==> config.mk <==
export PLATFORM = sky130hd
export DESIGN_NAME = tfcs_fifo
export DESIGN_NICKNAME = d
export VERILOG_FILES = /design/src/tfcs_fifo.sv
export SDC_FILE = /design/constraint.sdc
export NUM_CORES = 1
export LEC_CHECK = 0
export BUFFER_PORTS_ARGS = -buffer_cell sky130_fd_sc_hd__buf_2
export CAP_MARGIN = 20
export CORE_AREA = 2 2 80 82
export CTS_CLUSTER_SIZE = 16
export DETAILED_ROUTE_END_ITERATION = 8
export DIE_AREA = 0 0 82 84
export GPL_TIMING_DRIVEN = 0
export PLACE_DENSITY = 0.84
export SYNTH_ARGS = -nofsm -noshare
export SYNTH_HDL_FRONTEND = slang
export SYNTH_SLANG_ARGS = --single-unit
export TNS_END_PERCENT = 5
==> constraint.sdc <==
create_clock -name clk -period 2.3 [get_ports clk]
set_clock_uncertainty 0.05 [all_clocks]
set_input_delay 0.345 -clock clk [delete_from_list [all_inputs] [get_ports clk]]
set_output_delay 0.345 -clock clk [all_outputs]
set_load 0.005 [all_outputs]
==> src/tfcs_fifo.sv <==
`timescale 1ns / 1ps
// ----------------------------------------------------------------------------
// Small synchronous queue
// Register-based first-in first-out buffer with full and empty flags.
// ----------------------------------------------------------------------------
module tfcs_fifo #(
	parameter int W     = 33,
	parameter int DEPTH = 2
) (
	input  logic         clk,
	input  logic         arst_n,
	input  logic         push,
	input  logic [W-1:0] wdata,
	input  logic         pop,
	output logic [W-1:0] rdata,
	output logic         full,
	output logic         empty
);
	localparam int PW = (DEPTH > 1) ? $clog2(DEPTH) : 1;
	localparam int CW = $clog2(DEPTH + 1);

	logic [W-1:0]  data_q [DEPTH];
	logic [PW-1:0] wr_ptr_q;
	logic [PW-1:0] rd_ptr_q;
	logic [CW-1:0] count_q;
	logic          do_push;
	logic          do_pop;

	assign full    = (count_q == CW'(DEPTH));
	assign empty   = (count_q == '0);
	assign do_push = push && !full;
	assign do_pop  = pop && !empty;
	assign rdata   = data_q[rd_ptr_q];

	// Pointer and occupancy tracking.
	always_ff @(posedge clk or negedge arst_n) begin
		if (!arst_n) begin
			wr_ptr_q <= '0;
			rd_ptr_q <= '0;
			count_q  <= '0;
		end else begin
			if (do_push) begin
				wr_ptr_q <= (wr_ptr_q == PW'(DEPTH - 1)) ? '0 : wr_ptr_q + 1'b1;
			end
			if (do_pop) begin
				rd_ptr_q <= (rd_ptr_q == PW'(DEPTH - 1)) ? '0 : rd_ptr_q + 1'b1;
			end
			if (do_push && !do_pop) begin
				count_q <= count_q + 1'b1;
			end else if (do_pop && !do_push) begin
				count_q <= count_q - 1'b1;
			end
		end
	end

	// Storage needs no reset.
	always_ff @(posedge clk) begin
		if (do_push) begin
			data_q[wr_ptr_q] <= wdata;
		end
	end

endmodule

==> results of run 1 <==
-- cells in the mapped netlist --
library cell	n
xor2_1	2
nand2_1	1
inv_1	2
buf_6	1
buf_12	3
mux2_2	4
nor2_1	3
ha_1	1
nand2b_1	1
mux2_4	29
o21ai_1	1
xnor2_1	3
edfxtp_1	66
and3_1	1
dfrtp_1	4
-- through the flow --
| stage | setup WS, ns | utilization, % | TNS (ns) | instances |
|---|---|---|---|---|
| after floorplan | 0.3241 | - | 0 | 122 |
| after global placement | -0.1712 | 52.24 | -5.586 | 270 |
| after detailed placement | 0.5344 | 52.79 | 0 | 271 |
| after CTS | 0.4515 | 56.73 | 0 | 288 |
| after global routing | 0.4131 | 56.73 | 0 | 288 |
| final | 0.4815 | 56.73 | 0 | 288 |
-- registers in the layout, indices dropped and copies added, names as in the netlist --
| name | cells |
|---|---|
| data_q | 66 |
| rd_ptr_q | 1 |
| count_q | 2 |
| wr_ptr_q | 1 |
-- worst max path at each step --
stage / from / endpoint / cells past startpoint
finish: rd_ptr_q / rdata[21] / 4
CTS: rd_ptr_q / rdata[21] / 4
global route: count_q[0] / data_q[0][30] / 4
global placement: count_q[0] / data_q[0][30] / 3
floorplan: count_q[0] / data_q[0][0] / 3
detailed placement: count_q[0] / data_q[1][26] / 2
-- placed cells by master, fill, tap and decap left out --
cell,synthesis,routed
and3_2,0,1
buf_12,3,3
buf_16,0,1
buf_2,0,71
buf_6,1,1
bufinv_16,0,3
clkbuf_1,0,3
clkbuf_8,0,9
clkinv_2,0,1
dfrtp_1,4,4
dlygate4sd3_1,0,1
edfxtp_1,66,66
ha_1,1,1
inv_1,2,2
mux2_2,4,4
mux2_4,29,29
nand2_1,1,1
nand2b_1,1,1
nor2_1,3,2
nor2_4,0,1
o21ai_1,1,1
xnor2_1,3,3
xor2_1,2,2
-- per-layer routing --
metal | share of wire [%] | global-route usage, % | vias to the layer above
met5 | 0 | 0 | -
met4 | 1.6 | 6.364 | 0
met3 | 7.6 | 4.329 | 7
met2 | 50 | 20.69 | 52
met1 | 41 | 15.57 | 638
li1 | - | - | 635
-- power groups by stage --
stage	combinational [mW]	sequential (mW)	clock [mW]
after floorplan	0.987	1.85	0
after global placement	1.40	1.87	0
after detailed placement	1.46	1.88	0
after CTS	1.46	1.86	1.15
after global routing	1.57	1.88	1.21
final	1.43	1.85	1.13
-- worst max-delay path: cells and delay by family (launching register included) --
family | cells | cell delay [ns]
mux | 1 | 0.29
buf+inv | 3 | 0.43
flops | 1 | 0.37
-- logic make-up (layout without fill, tap and decap cells) --
kind of cell | count (synthesis) | count (layout) | share of synthesized area, %
compound gates | 1 | 1 | 0.1831
xor+xnor | 5 | 5 | 1.604
fa+ha+maj | 1 | 1 | 0.4582
buf+inv | 6 | 95 | 2.887
flops | 70 | 70 | 76.26
mux | 33 | 33 | 17.60
simple gates | 6 | 6 | 1.008
-- final cells by class --
type / count / area, µm² / share of cell area, %
tap: 77 / 96.34 / 2.786
timing repair buffer: 73 / 392.9 / 11.36
inverter: 2 / 7.507 / 0.2171
clock buffer: 12 / 135.1 / 3.907
multi-input combinational: 46 / 578.1 / 16.71
sequential: 70 / 2082 / 60.20
clock inverter: 4 / 95.09 / 2.750
buffer: 4 / 71.32 / 2.062
==> flow_metrics.py, run 1 <==
metrics = {
    "worst_hold_path": {
        "hp-class": "in -> reg",
        "whs_path_depth": 1,
        "min_to": "data_q[0][1]",
        "min_from": "wdata[1]",
    },
    "critical_path": {
        "cp_slowest_cell": "dfrtp_1",
        "start_kind": "register",
        "path_class": "reg -> out",
        "r2r_cells": 4,
        "required_ns": 1.90,
        "critPathMaxFanout": 10,
        "timing.rr.start": "count_q[0]",
        "r2r-end": "data_q[0][30]",
        "critical_path.max_stage_delay_ns": 0.37,
        "path_cells": "buf_6 > buf_12 > mux2_4 > buf_2",
        "worstPathArrival_ns": 1.42,
        "r2r_slack_ns": 0.56,
        "worstSetupEndpointType": "output pin",
    },
    "synth": {
        "ys_warn_count": 0,
        "yosysSeqAreaShare_pct": 76.26,
        "syn_inst": 122,
        "yosysTopAreaCellShare_pct": 72.59,
        "postSynthAreaPerCell_um2": 22.38,
        "synthTopCellsByArea": "edfxtp_1 73%, mux2_4 16%, dfrtp_1 3.7%",
        "ys_ff_latch": 70,
        "syn_nets": 160,
        "ys_types": 15,
        "syn_area_um2": 2730,
        "yosys.area.top_type": "edfxtp_1",
    },
    "pwr": {
        "p_per_area_nw_per_um2": 1275,
        "clkPwrFrac_pct": 25.6,
        "combPwrFrac_pct": 32.4,
        "power_frac_seq_pct": 42.0,
        "total_power_mw": 4.408,
        "peakVddDrop_mv": 0.7569,
        "internal_power_mw": 3.298,
        "swShare_pct": 25.18,
        "p_leak_nw": 1.416,
        "p_switching_mw": 1.110,
    },
    "placement": {
        "port_buffers": 71,
        "dpl_cell_area_um2": 3218,
        "dp_hpwl_um": 2917,
        "gp_congestion": 0.6573,
    },
    "clocking": {
        "tritoncts": "built",
        "clockBufferDepth": 2,
        "insertion_delay_ns": 0.32,
        "ctsResizeCount": 0,
        "cts_root_buf": "clkbuf_8",
        "clk_pin_slew_ns": 0.07,
        "clock_sink_count": 70,
        "htreeDepth": 3,
        "cts_buffers": 9,
        "cts_hold_buf": 1,
        "post_cts_buffers": 0,
    },
    "sta": {
        "fin_crit_ns": 1.819,
        "rsz0062_at_grt": "false",
        "fmax_mhz": 549.9,
        "hold_violations": 0,
        "max_slew_margin_pct": 48.13,
        "setup_violations": 0,
        "worst_slew_pin_slew_ns": 0.7781,
        "finalCritPeriodShare_pct": 79.07,
        "slew_viol_final": 0,
        "hold_slack_ns": 0.1491,
    },
    "drt": {
        "via_per_inst": 4.625,
        "first_pass_iters": 3,
        "avgRoutedWirePerCell_um": 14.48,
        "drt_wl_total_um": 4169,
        "drt-initial-drc-count": 65,
        "via_count": 1332,
        "antenna_left": 0,
        "drc_errors": 0,
    },
    "layout": {
        "drive_gt1_share_pct": 58.77,
        "fin_nets": 244,
        "area_growth_pct": 26.67,
        "n_fill_cell": 491,
        "antenna_cells": 0,
        "fin_area_um2": 3458,
    },
    "floorplan": {
        "ios": 72,
        "die_w_um": 82,
        "core_area_um2": 6096,
        "initial_core_util_pct": 44.79,
        "die_y_um": 84,
        "rows": 29,
        "die_area_um2": 6888,
    },
    "global_route": {
        "grt_start_max_net_pins": 34,
        "antenna_found_initial": 0,
        "grt_pass1_vias": 1390,
        "gr-usage-all-layers_pct": 12.98,
        "globalRouteOverflowTotal": 0,
        "grt_pass1_wl_um": 6437,
    },
    "job": {
        "drv_cap": 0,
    },
    "status": {
        "status": "finished, final reports clean",
    },
}
Note: power is estimated with default switching activity, not from simulation.
==> inputs of run 2 (changes only) <==
==> constraint.sdc (replaced) <==
create_clock -name clk -period 1.5 [get_ports clk]
set_clock_uncertainty 0.05 [all_clocks]
set_input_delay 0.225 -clock clk [delete_from_list [all_inputs] [get_ports clk]]
set_output_delay 0.225 -clock clk [all_outputs]
set_load 0.005 [all_outputs]
==> flow_metrics.py, run 2 (same netlist as run 1, synthesis figures left out) <==
metrics = {
    "status": {
        "status": "finished, violations left",
        "violations": "negative setup slack",
    },
    "worst_hold_path": {
        "hp-class": "in -> reg",
        "min_from": "wdata[25]",
        "whs_path_depth": 1,
        "min_to": "data_q[1][25]",
    },
    "placement": {
        "dp.cells": 270,
        "port_buffers": 71,
        "gp_congestion": 0.6546,
        "dpl_cell_area_um2": 3206,
    },
    "clocking": {
        "clock_sink_count": 70,
        "clk_pin_slew_ns": 0.07,
        "tritoncts": "built",
        "cts_buffers": 9,
        "htreeDepth": 3,
        "clockBufferDepth": 2,
        "cts_root_buf": "clkbuf_8",
        "insertion_delay_ns": 0.32,
    },
    "floorplan": {
        "initial_core_util_pct": 44.79,
        "ios": 72,
        "core_area_um2": 6096,
        "die_y_um": 84,
        "die_area_um2": 6888,
        "die_w_um": 82,
        "rows": 29,
    },
    "critical_path": {
        "required_ns": 1.22,
        "timing.rr.start": "count_q[0]",
        "r2r_cells": 6,
        "worstSetupEndpointType": "output pin",
        "path_class": "reg -> out",
        "worstPathArrival_ns": 1.41,
        "critPathMaxFanout": 10,
        "r2r_slack_ns": -0.02,
        "start_kind": "register",
        "r2r-end": "count_q[1]",
    },
    "pwr": {
        "p_per_area_nw_per_um2": 1938,
        "total_power_mw": 7.051,
        "combPwrFrac_pct": 39.0,
        "peakVddDrop_mv": 1.094,
        "clkPwrFrac_pct": 20.2,
        "power_frac_seq_pct": 40.8,
        "swShare_pct": 26.84,
        "p_leak_nw": 1.463,
        "internal_power_mw": 5.158,
        "p_switching_mw": 1.893,
    },
    "sta": {
        "finalCritPeriodShare_pct": 112.3,
        "max_slew_margin_pct": 65.11,
        "worst_slack_ns": -0.1840,
        "rsz0062_at_grt": "true",
        "worst_slew_pin_slew_ns": 0.5221,
        "setup_violations": 34,
        "fmax_mhz": 593.8,
        "slew_viol_final": 0,
        "hold_slack_ns": 0.03037,
        "hold_violations": 0,
        "fin_crit_ns": 1.684,
    },
    "layout": {
        "n_fill_cell": 438,
        "layoutNonFillerInstCount": 290,
        "largest-register": "data_q",
        "antenna_cells": 0,
        "fin_area_um2": 3638,
        "layout_common_cells": "66 x edfxtp_1, 43 x buf_2, 29 x buf_6, 29 x mux2_4, 9 x clkbuf_8",
        "area_growth_pct": 33.27,
        "drive_gt1_share_pct": 61.97,
        "mostFrequentLayoutCell": "edfxtp_1",
        "largest_reg_flops": 66,
        "fin_nets": 246,
        "top_regs": "data_q x66, count_q x2",
    },
    "drt": {
        "via_count": 1367,
        "first_pass_iters": 4,
        "antenna_left": 0,
        "drc_errors": 0,
        "via_per_inst": 4.714,
        "drt-initial-drc-count": 76,
        "avgRoutedWirePerCell_um": 15.56,
        "drt_wl_total_um": 4513,
    },
    "global_route": {
        "grt_start_max_net_pins": 34,
        "globalRouteOverflowTotal": 0,
        "grt_pass1_vias": 1449,
        "grt_pass1_wl_um": 6582,
        "gr-usage-all-layers_pct": 13.68,
        "antenna_found_initial": 0,
    },
    "job": {
        "drv_cap": 0,
    },
}
-- run 2: cell types whose count changed in the layout (fill, tap and decap cells not counted), sizes merged --
cell      delta
clkinvlp     +3
bufinv       -2
clkbuf       -2
buf          +1
clkinv       +1
nor2         +1
-- run 2: layout make-up --
cell class | count | area (µm²) | share of cell area [%]
Multi-Input combinational cell | 47 | 608.1 | 16.71
Sequential cell | 70 | 2085 | 57.29
Clock buffer | 10 | 127.6 | 3.508
Inverter | 2 | 7.507 | 0.2063
Buffer | 4 | 71.32 | 1.960
Tap cell | 77 | 96.34 | 2.648
Clock inverter | 6 | 62.56 | 1.719
Timing Repair Buffer | 74 | 580.6 | 15.96
-- run 2: what timing repair did --
action | 4_1_cts | 5_1_grt
gates resized for setup | 21 | 11
endpoints found under the hold margin | 4 | 0
gates cloned | 1 | 0
endpoints found under the setup margin | 99 | 84
pin swaps | 2 | 0
hold buffers | 1 | 0
buffers inserted | 2 | 0
-- run 2: worst max path at each step --
stage,startpoint,to,slack (ns),cells past startpoint
after floorplan,count_q[0],data_q[0][0],-0.09,3
after global placement,count_q[0],data_q[0][12],-0.37,3
after detailed placement,count_q[0],data_q[0][12],-0.41,3
after CTS,rd_ptr_q,rdata[32],-0.21,4
after global routing,rd_ptr_q,rdata[32],-0.23,4
final,rd_ptr_q,rdata[19],-0.18,4
-- run 2: worst max-delay path, stage by stage (launching register included) --
cell and delay (ns):
dfrtp_1 0.37, buf_6 0.14, buf_12 0.15, mux2_4 0.30
buf_6 0.12
-- run 2: layer usage --
layer	global-route usage [%]	wire length, µm
met5	0	0
met4	6.818	66
met3	3.571	285
met2	23.65	2365
met1	15.18	1796
-- run 2: power groups by stage --
stage | combinational [mW] | sequential (mW) | clock [mW]
global route | 2.96 | 2.91 | 1.56
finish | 2.75 | 2.88 | 1.43
floorplan | 1.55 | 2.84 | 0
CTS | 2.66 | 2.87 | 1.47
global placement | 2.18 | 2.86 | 0
detailed placement | 2.21 | 2.90 | 0
-- run 2: stage by stage --
step | setup slack (ns) | TNS [ns] | utilization [%]
5_1_grt | -0.2275 | -9.906 | 59.69
4_1_cts | -0.2127 | -9.414 | 58.72
2_1_floorplan | -0.09090 | -4.224 | -
3_5_place_dp | -0.4111 | -23.11 | 52.59
3_3_place_gp | -0.3689 | -20.82 | 52.59
6_report | -0.1840 | -5.718 | 59.69
