`src/tfcs_pkg.sv`:
```
`timescale 1ns / 1ps
// ----------------------------------------------------------------------------
// Texture format convert and scale package
// Item types, register indexes, format codes and the pixel decode and encode
// functions shared by the front and back parts.
// ----------------------------------------------------------------------------
package tfcs_pkg;

	// Pixel format codes.
	localparam logic [3:0] FMT_RGBA = 4'd0;
	localparam logic [3:0] FMT_BGRA = 4'd1;
	localparam logic [3:0] FMT_RGBX = 4'd2;
	localparam logic [3:0] FMT_BGRX = 4'd3;
	localparam logic [3:0] FMT_RGB  = 4'd4;
	localparam logic [3:0] FMT_BGR  = 4'd5;
	localparam logic [3:0] FMT_4444 = 4'd6;
	localparam logic [3:0] FMT_5551 = 4'd7;
	localparam logic [3:0] FMT_565  = 4'd8;
	localparam logic [3:0] FMT_A    = 4'd9;
	localparam logic [3:0] FMT_A4   = 4'd10;
	localparam logic [3:0] FMT_G    = 4'd11;
	localparam logic [3:0] FMT_GA   = 4'd12;

	// Register indexes (word address on the configuration port).
	localparam logic [2:0] REG_SRC_FMT = 3'd0;
	localparam logic [2:0] REG_DST_FMT = 3'd1;
	localparam logic [2:0] REG_SRC_W   = 3'd2;
	localparam logic [2:0] REG_SRC_H   = 3'd3;
	localparam logic [2:0] REG_DST_W   = 3'd4;
	localparam logic [2:0] REG_DST_H   = 3'd5;

	// Command codes.
	localparam logic CMD_LOAD = 1'b0;
	localparam logic CMD_EMIT = 1'b1;

	typedef struct packed {
		logic        command;
		logic [31:0] source_pixel;
	} cmd_item_t;

	typedef struct packed {
		logic [31:0] dest_pixel;
		logic        row_end;
		logic        frame_end;
	} res_item_t;

	// Entry of the queue between the front and back parts.
	typedef struct packed {
		logic        emit;
		logic [31:0] word;
	} mid_entry_t;

	// Configuration as seen by the back part.
	typedef struct packed {
		logic [3:0] dst_fmt;
		logic [8:0] src_w;
		logic [8:0] src_h;
		logic [8:0] dst_w;
		logic [8:0] dst_h;
	} cfg_t;

	function automatic logic [31:0] swap_rb(input logic [31:0] p);
		return {p[31:24], p[7:0], p[15:8], p[23:16]};
	endfunction

	function automatic logic [7:0] widen4(input logic [3:0] v);
		return {v, v};
	endfunction

	function automatic logic [7:0] widen5(input logic [4:0] v);
		return {v, v[4:2]};
	endfunction

	function automatic logic [7:0] widen6(input logic [5:0] v);
		return {v, v[5:4]};
	endfunction

	// Decode a packed source pixel into canonical RGBA (R in the low byte).
	function automatic logic [31:0] decode(input logic [31:0] p, input logic [3:0] fmt);
		logic [31:0] r;
		case (fmt)
			FMT_RGBA: r = p;
			FMT_BGRA: r = swap_rb(p);
			FMT_RGBX: r = {8'hFF, p[23:0]};
			FMT_BGRX: r = {8'hFF, p[7:0], p[15:8], p[23:16]};
			FMT_RGB:  r = {8'hFF, p[23:0]};
			FMT_BGR:  r = {8'hFF, p[7:0], p[15:8], p[23:16]};
			FMT_4444: r = {widen4(p[15:12]), widen4(p[11:8]), widen4(p[7:4]),
				widen4(p[3:0])};
			FMT_5551: r = {{8{p[15]}}, widen5(p[14:10]), widen5(p[9:5]), widen5(p[4:0])};
			FMT_565:  r = {8'hFF, widen5(p[15:11]), widen6(p[10:5]), widen5(p[4:0])};
			FMT_A:    r = {p[7:0], 24'hFFFFFF};
			FMT_A4:   r = {widen4(p[3:0]), 24'hFFFFFF};
			FMT_G:    r = {8'hFF, p[7:0], p[7:0], p[7:0]};
			FMT_GA:   r = {p[15:8], p[7:0], p[7:0], p[7:0]};
			default:  r = 32'd0;
		endcase
		return r;
	endfunction

	// Encode canonical RGBA into a packed destination pixel.
	function automatic logic [31:0] encode(input logic [31:0] p, input logic [3:0] fmt);
		logic [31:0] r;
		case (fmt)
			FMT_RGBA: r = p;
			FMT_BGRA: r = swap_rb(p);
			FMT_RGBX: r = p;
			FMT_BGRX: r = swap_rb(p);
			FMT_RGB:  r = {8'd0, p[23:0]};
			FMT_BGR:  r = {8'd0, p[7:0], p[15:8], p[23:16]};
			FMT_4444: r = {16'd0, p[31:28], p[23:20], p[15:12], p[7:4]};
			FMT_5551: r = {16'd0, p[31], p[23:19], p[15:11], p[7:3]};
			FMT_565:  r = {16'd0, p[23:19], p[15:10], p[7:3]};
			FMT_A:    r = {24'd0, p[31:24]};
			FMT_A4:   r = {28'd0, p[31:28]};
			FMT_G:    r = {24'd0, p[15:8]};
			FMT_GA:   r = {16'd0, p[31:16]};
			default:  r = 32'd0;
		endcase
		return r;
	endfunction

endpackage

```
`src/tfcs_front.sv`:
```
`timescale 1ns / 1ps
// ----------------------------------------------------------------------------
// Front part
// Accepts command transactions, decodes load pixels into canonical RGBA and
// hands classified entries to the queue in front of the back part.
// ----------------------------------------------------------------------------
module tfcs_front (
	input  logic                  push,
	input  tfcs_pkg::cmd_item_t   command_item,
	input  logic [3:0]            src_fmt,
	input  logic                  mid_full,
	output logic                  full,
	output logic                  mid_push,
	output tfcs_pkg::mid_entry_t  mid_entry
);
	// The front stalls only when the queue to the back part is full.
	assign full     = mid_full;
	assign mid_push = push && !mid_full;

	// Classify the command and decode the pixel of a load.
	always_comb begin
		mid_entry.emit = (command_item.command == tfcs_pkg::CMD_EMIT);
		mid_entry.word = tfcs_pkg::decode(command_item.source_pixel, src_fmt);
	end

endmodule

```
`config.mk`:
```
export PLATFORM = sky130hd
export DESIGN_NAME = tfcs_front
export DESIGN_NICKNAME = d
export VERILOG_FILES = /design/src/tfcs_pkg.sv /design/src/tfcs_front.sv
export SDC_FILE = /design/constraint.sdc
export NUM_CORES = 1
export LEC_CHECK = 0
export ABC_AREA = 1
export BUFFER_PORTS_ARGS = -buffer_cell sky130_fd_sc_hd__buf_2
export CORE_ASPECT_RATIO = 1.1
export CORE_MARGIN = 2
export CORE_UTILIZATION = 40
export DETAILED_ROUTE_END_ITERATION = 8
export GPL_ROUTABILITY_DRIVEN = 0
export PLACE_DENSITY = 0.72
export RECOVER_POWER = 100
export SETUP_SLACK_MARGIN = 0.5
export SLEW_MARGIN = 15
export SYNTH_ARGS = -nofsm -noshare
export SYNTH_HDL_FRONTEND = slang
export SYNTH_SLANG_ARGS = --single-unit
```
`constraint.sdc`:
```
create_clock -name vclk -period 2.9
set_clock_uncertainty 0.05 [all_clocks]
set_input_delay 0.58 -clock vclk [all_inputs]
set_output_delay 0.58 -clock vclk [all_outputs]
set_load 0.02 [all_outputs]
```
==> impl_summary.txt, run 1 <==
----------------------------------------------------
[STA]
  Maximum clock frequency ... 394 MHz
  Hold violation total from the final report ... 0
  Final critical path time including I/O delays and setup ... about 2.5 ns
  Setup violators final ... 0
  Setup total negative slack ... 0 ns
  Final worst-path cycle share ... 87.5%
  Setup repair after global routing missed its margin ... true
  Worst relative slew slack ... 81.5%
  Number of slew-limit violations in the final report ... 0
  Slew at the pin closest to its max-slew limit ... 0.277 ns

[Global route]
  Number of global-route vias before repair ... 2054
  Largest net degree at the start of global routing ... 17
  Antenna violations before repair ... 0
  All-Layer GR Usage ... 26.7%
  First-pass GRT wire length ... 8.67 mm
  Overflow left after global routing ... 0

[Cells and area]
  Count of flip-flops and latches ... 0
  Count of nets after finishing ... 431
  Diode insertion count for antenna repair ... 0
  Final cell utilization of the core ... 59.5%
  Final std cells w/o fill ... 438
  Fraction of layout instances using a drive strength above 1 ... 24.4%
  Most frequent standard cell in the layout excluding fill and tap cells ... nand2_1
  Leading cell types in the layout, fill and taps excluded ... nand2_1 (113), nand3_1 (72), buf_2 (47), nor2_1 (38), clkbuf_1 (22)
  Number of clock buffers in the layout ... 0
  Layout-stage area growth over the synthesis result ... 41.7%
  Area taken by flip-flops and latches ... 0 sq um

[Route]
  Count of antenna-violating nets left after detailed routing ... 0
  DR vias ... 2431
  Routed via count divided by cell count ... 5.55
  Total wirelength of the detailed-routed design ... 5.78 mm
  Number of design rule violations left after detail routing ... 0
  Number of search-and-repair iterations in the first detailed-routing pass ... 5
  Starting DRT DRC Count ... 205
  Average wire per cell in the routed design ... 13.2 microns

[Critical path]
  CP Data Arrival Time ... approximately 1.9 ns
  Highest net fanout along the worst path ... 8
  Required time reported for the critical path endpoint ... 2.27 ns
  WS Path Type ... in -> out
  CP Launch Type ... input pin
  Endpoint kind of the worst setup timing path ... output pin
  Setup crit end ... mid_entry[9]
  Startpoint of the worst setup timing path ... src_fmt[2]

[Worst hold path]
  Class of the tightest hold or removal check ... in -> out
  Worst hold stages ... 0

[Yosys]
  Proportion of synthesized chip area in sequential cells ... 0%
  Count of mapped cells out of synthesis ... 317
  Cell taking the most area after synthesis ... nand2_1
  Syn_nets ... 356
  Top cell type's share of synthesized area ... roughly a third
  Summed instance area of the synthesized netlist ... 0.00140 sq mm
  Post-synthesis area per instance ... 4.41 sq um
  Most area-consuming cells after synthesis ... nand2_1 (33%), nand3_1 (26%), nor2_1 (12%)
  Yosys cell types ... 17
  Number of warnings reported in the yosys synthesis log ... 0

[Floorplan]
  Initial core utilization ... around two fifths
  Die extent in x ... 60.4 microns
  Core footprint ... 0.00333 sq mm
  Top-level port count ... 74
  Chip Height ... 66.0 microns
  Total die area ... 0.00399 sq mm
  Number of standard-cell rows in the floorplan ... 22

[Placed design]
  Count of placed standard cells including taps ... 430
  Placed wire-length estimate ... 4.04 mm
  PortBufs ... 72

[Run status]
  Outcome ... finished, final reports clean

[Pwr]
  Power Dens Cells ... 197 mW/mm^2
  Reported leakage power ... 1.18 nW
  Worst supply voltage drop on vdd ... between 100 and 150 uV

[Clock tree]
  # hold bufs at CTS ... 0

[Flow run]
  Max-Cap Viols ... 0

----------------------------------------------------
-- layer usage --
| layer | global-route usage (%) | part of all wire, % | wire length [microns] |
|---|---|---|---|
| met2 | 48.0 | 49 | 2830 |
| met3 | 0.783 | 9.6 | 556 |
| met5 | 0 | 0 | 0 |
| met4 | 6.11 | 1.7 | 99 |
| met1 | 34.5 | 40 | 2290 |
-- worst min path at each step --
stage / startpoint / endpoint / slack (ns)
2_1_floorplan: mid_full / mid_push / 1.19
3_3_place_gp: command_item[32] / mid_entry[32] / 1.11
3_5_place_dp: command_item[32] / mid_entry[32] / 1.11
4_1_cts: command_item[32] / mid_entry[32] / 1.11
5_1_grt: command_item[32] / mid_entry[32] / 1.11
6_report: command_item[32] / mid_entry[32] / 1.11
-- area by class of cell --
type	count	area, sq um
fill	371	1350
inverter	22	85.1
multi-input combinational	284	1370
tap	48	60.1
timing repair buffer	84	463
-- power by group --
group	internal, mW	switching [mW]
clock	0	0
sequential	0	0
combinational	0.124	0.267
-- cells by family after synthesis --
group,count (synthesis),share of synthesized area (%)
AOI/OAI and AO/OA,31,12.3
buffers and inverters,34,10.6
and+or+nand+nor,252,77.1
-- critical path: stages --
cell and delay (ns):
clkbuf_4 0.16, inv_1 0.10, nor2_4 0.12, nand2_1 0.15, nand2_1 0.12, inv_1 0.04, nand2_1 0.22, nand2_1 0.08
nand2_1 0.10, clkbuf_1 0.23
-- Yosys cell counts (2+ instances only) --
cell and n:
a21oi_1 16, o21ai_0 8, inv_2 3, nand3_1 73, inv_1 19, clkbuf_1 2
buf_2 6, nor2_4 2, nand2_2 3, a21boi_0 6, nor2_2 5, nand2_1 124
nor2_1 44, buf_4 3
-- per-stage QoR --
step	area [sq um]	setup slack, ns	power [mW]	hold slack, ns
6_report	1980	0.363	0.391	1.11
5_1_grt	1980	0.272	0.425	1.11
4_1_cts	1850	0.496	0.373	1.11
3_5_place_dp	1790	0.422	0.364	1.11
3_3_place_gp	1790	0.446	0.363	1.11
2_1_floorplan	1400	0.632	0.235	1.19
-- timing repair --
action / 4_1_cts / 5_1_grt
setup endpoints to repair: 31 / 32
cloned: 0 / 1
pin swaps: 0 / 5
setup buffers: 2 / 5
gates resized for setup: 9 / 38
Note: power is estimated with default switching activity, not from simulation.
==> run 2: changes to the inputs <==
- clock period: 2.9 -> 3.03 ns (I/O delays scaled with it)
==> run 2 against run 1 <==
Net effect: setup slack got worse by 0.051 ns; wire length decreased by 3.3%; combinational power decreased by 5.6%; largest power group unchanged; sequential share of layout area unchanged; die area unchanged; first-iteration DRC count decreased by 16%; final cell count decreased by 0.91%; critical path depth unchanged; global-route usage about the same; hold slack improved by 0.052 ns; non-clock buffer count decreased by 4; clock-buffer cell count unchanged.
==> impl_summary.txt, run 2 (synthesis gave the netlist of run 1 again) <==
----------------------------------------------------
[Pwr]
  Worst supply voltage drop on vdd ... 98.8 uV (-14%)
  Power Dens Cells ... 192 mW/mm^2 (-2.6%)
  Reported leakage power ... 1.17 nW (-0.68%)
  Overall Power ... 369 uW (-5.6%)

[STA]
  Final critical-path setup slack ... 0.311 ns (-0.0511 ns)
  Final-layout worst hold slack ... 1.16 ns (+0.0520 ns)
  Worst relative slew slack ... 76.4% (-5.1 points)
  Setup repair after global routing missed its margin ... true
  Maximum clock frequency ... 368 MHz
  Final worst-path cycle share ... 89.7%
  Final critical path time including I/O delays and setup ... roughly 2.7 ns
  Slew at the pin closest to its max-slew limit ... 0.353 ns (+0.0761 ns)
  Number of slew-limit violations in the final report ... 0 (unchanged)
  Setup violators final ... 0 (unchanged)
  Hold violation total from the final report ... 0 (unchanged)
  Setup total negative slack ... 0 ns (unchanged)

[Run status]
  Outcome ... finished, final reports clean

[Clock tree]
  # hold bufs at CTS ... 0 (unchanged)

[Route]
  Routed via count divided by cell count ... 5.44 (-2.0%)
  Number of search-and-repair iterations in the first detailed-routing pass ... 5 (unchanged)
  DR vias ... 2361 (-2.9%)
  Average wire per cell in the routed design ... 12.9 microns (-2.4%)
  Number of design rule violations left after detail routing ... 0 (unchanged)
  Total wirelength of the detailed-routed design ... 5.59 mm (-3.3%)
  Starting DRT DRC Count ... 172 (-16%)
  Count of antenna-violating nets left after detailed routing ... 0 (unchanged)

[Placed design]
  PortBufs ... 72 (unchanged)
  Count of placed standard cells including taps ... 430 (unchanged)
  Worst setup timing slack at the placement stage ... 0.415 ns (-0.00656 ns)
  Placed wire-length estimate ... 4.08 mm (+1.1%)

[Global route]
  Number of global-route vias before repair ... 1984 (-3.4%)
  Overflow left after global routing ... 0 (unchanged)
  All-Layer GR Usage ... 26.7% (-0.040 points)
  Antenna violations before repair ... 0 (unchanged)
  First-pass GRT wire length ... 8.49 mm (-2.0%)
  Largest net degree at the start of global routing ... 18 (+1)

[Cells and area]
  Count of nets after finishing ... 427 (-0.93%)
  Most frequent standard cell in the layout excluding fill and tap cells ... nand2_1
  Diode insertion count for antenna repair ... 0 (unchanged)
  Count of flip-flops and latches ... 0 (unchanged)
  Final std cells w/o fill ... 434 (-0.91%)
  Leading cell types in the layout, fill and taps excluded ... nand2_1 (114), nand3_1 (72), buf_2 (53), nor2_1 (39)
  Fraction of layout instances using a drive strength above 1 ... 24.4% (about the same)
  Layout-stage area growth over the synthesis result ... 37.4%
  Area taken by flip-flops and latches ... 0 sq um (unchanged)
  Number of clock buffers in the layout ... 0 (unchanged)

[Critical path]
  Library cell contributing the largest single delay on the critical path ... clkbuf_1
  Cell with the most instances on the worst path ... nand2_1
  Maximum cell stage delay along the critical path ... 0.25 ns (+0.02 ns)
  WS Path Type ... in -> out
  Endpoint kind of the worst setup timing path ... output pin
  Highest net fanout along the worst path ... 9 (+1)
  CP Launch Type ... input pin
  CP Data Arrival Time ... 2.06 ns (+0.15 ns)
  Cells along the critical path ... buf_2, nand2_1, inv_4, nand2_1, nand2_4, nand2_1, nand2_2, nor2_1, nand2_1, clkbuf_1
  Required time reported for the critical path endpoint ... 2.37 ns (+0.10 ns)

[Floorplan]
  Top-level port count ... 74 (unchanged)
  Number of standard-cell rows in the floorplan ... 22 (unchanged)
  Chip Height ... 66.0 microns (unchanged)
  Core footprint ... 0.00333 sq mm (unchanged)
  Initial core utilization ... 42.0% (unchanged)
  Die extent in x ... 60.4 microns (unchanged)
  Total die area ... 0.00399 sq mm (unchanged)

[Flow run]
  Max-Cap Viols ... 0 (unchanged)

[Worst hold path]
  Class of the tightest hold or removal check ... in -> out

----------------------------------------------------
[run 2: changes by cell type in the layout (fill, tap and decap cells not counted), moves of 2 or more]
cell / change
buf_8: +2
buf_6: -2
nand2_2: -2
buf_12: -2
buf_4: -2
buf_2: +6
clkbuf_4: -2
clkbuf_1: -4
[run 2: final cells by class]
| cell class | count | area, sq um |
|---|---|---|
| fillers | 365 | 1410 |
| inverters | 22 | 85.1 |
| well taps | 48 | 60.1 |
| repair buffers | 80 | 415 |
| multi-input cells | 284 | 1360 |
[run 2: critical path, delay by kind of cell]
| kind | cells | cell delay, ns |
|---|---|---|
| AND/OR/NAND/NOR | 7 | 0.86 |
| buffers and inverters | 3 | 0.57 |
[run 2: repair_timing]
item,CTS,global route
setup endpoints to repair,20,32
endpoints found under the hold margin,0,0
pin swaps,0,2
gates resized for setup,3,35
setup buffers,0,3
cloned,0,1
[run 2: layer usage]
layer  wire length, microns  up-vias  track usage, %
met1                   2210     1030            34.8
met5                      0        -               0
met3                    601       17           0.783
met2                   2640      146            47.1
li1                       -     1168               -
met4                    143        0            6.67
[run 2: path summary, 6_finish.rpt]
kind | startpoint | to | slack (ns) | cells past startpoint
setup / recovery | src_fmt[1] | mid_entry[14] | 0.31 | 10
hold / removal | command_item[32] | mid_entry[32] | 1.16 | 0
[run 2: stage by stage]
step / util (%) / area, sq um
after detailed placement: 53.8 / 1790
after floorplan: - / 1400
final: 57.7 / 1920
after global routing: 57.7 / 1920
after CTS: 54.2 / 1810
after global placement: 53.8 / 1790
[run 2: power by group]
| part | total, mW | switching [mW] | internal, mW |
|---|---|---|---|
| combinational | 0.369 | 0.253 | 0.116 |
| clock | 0 | 0 | 0 |
| sequential | 0 | 0 | 0 |
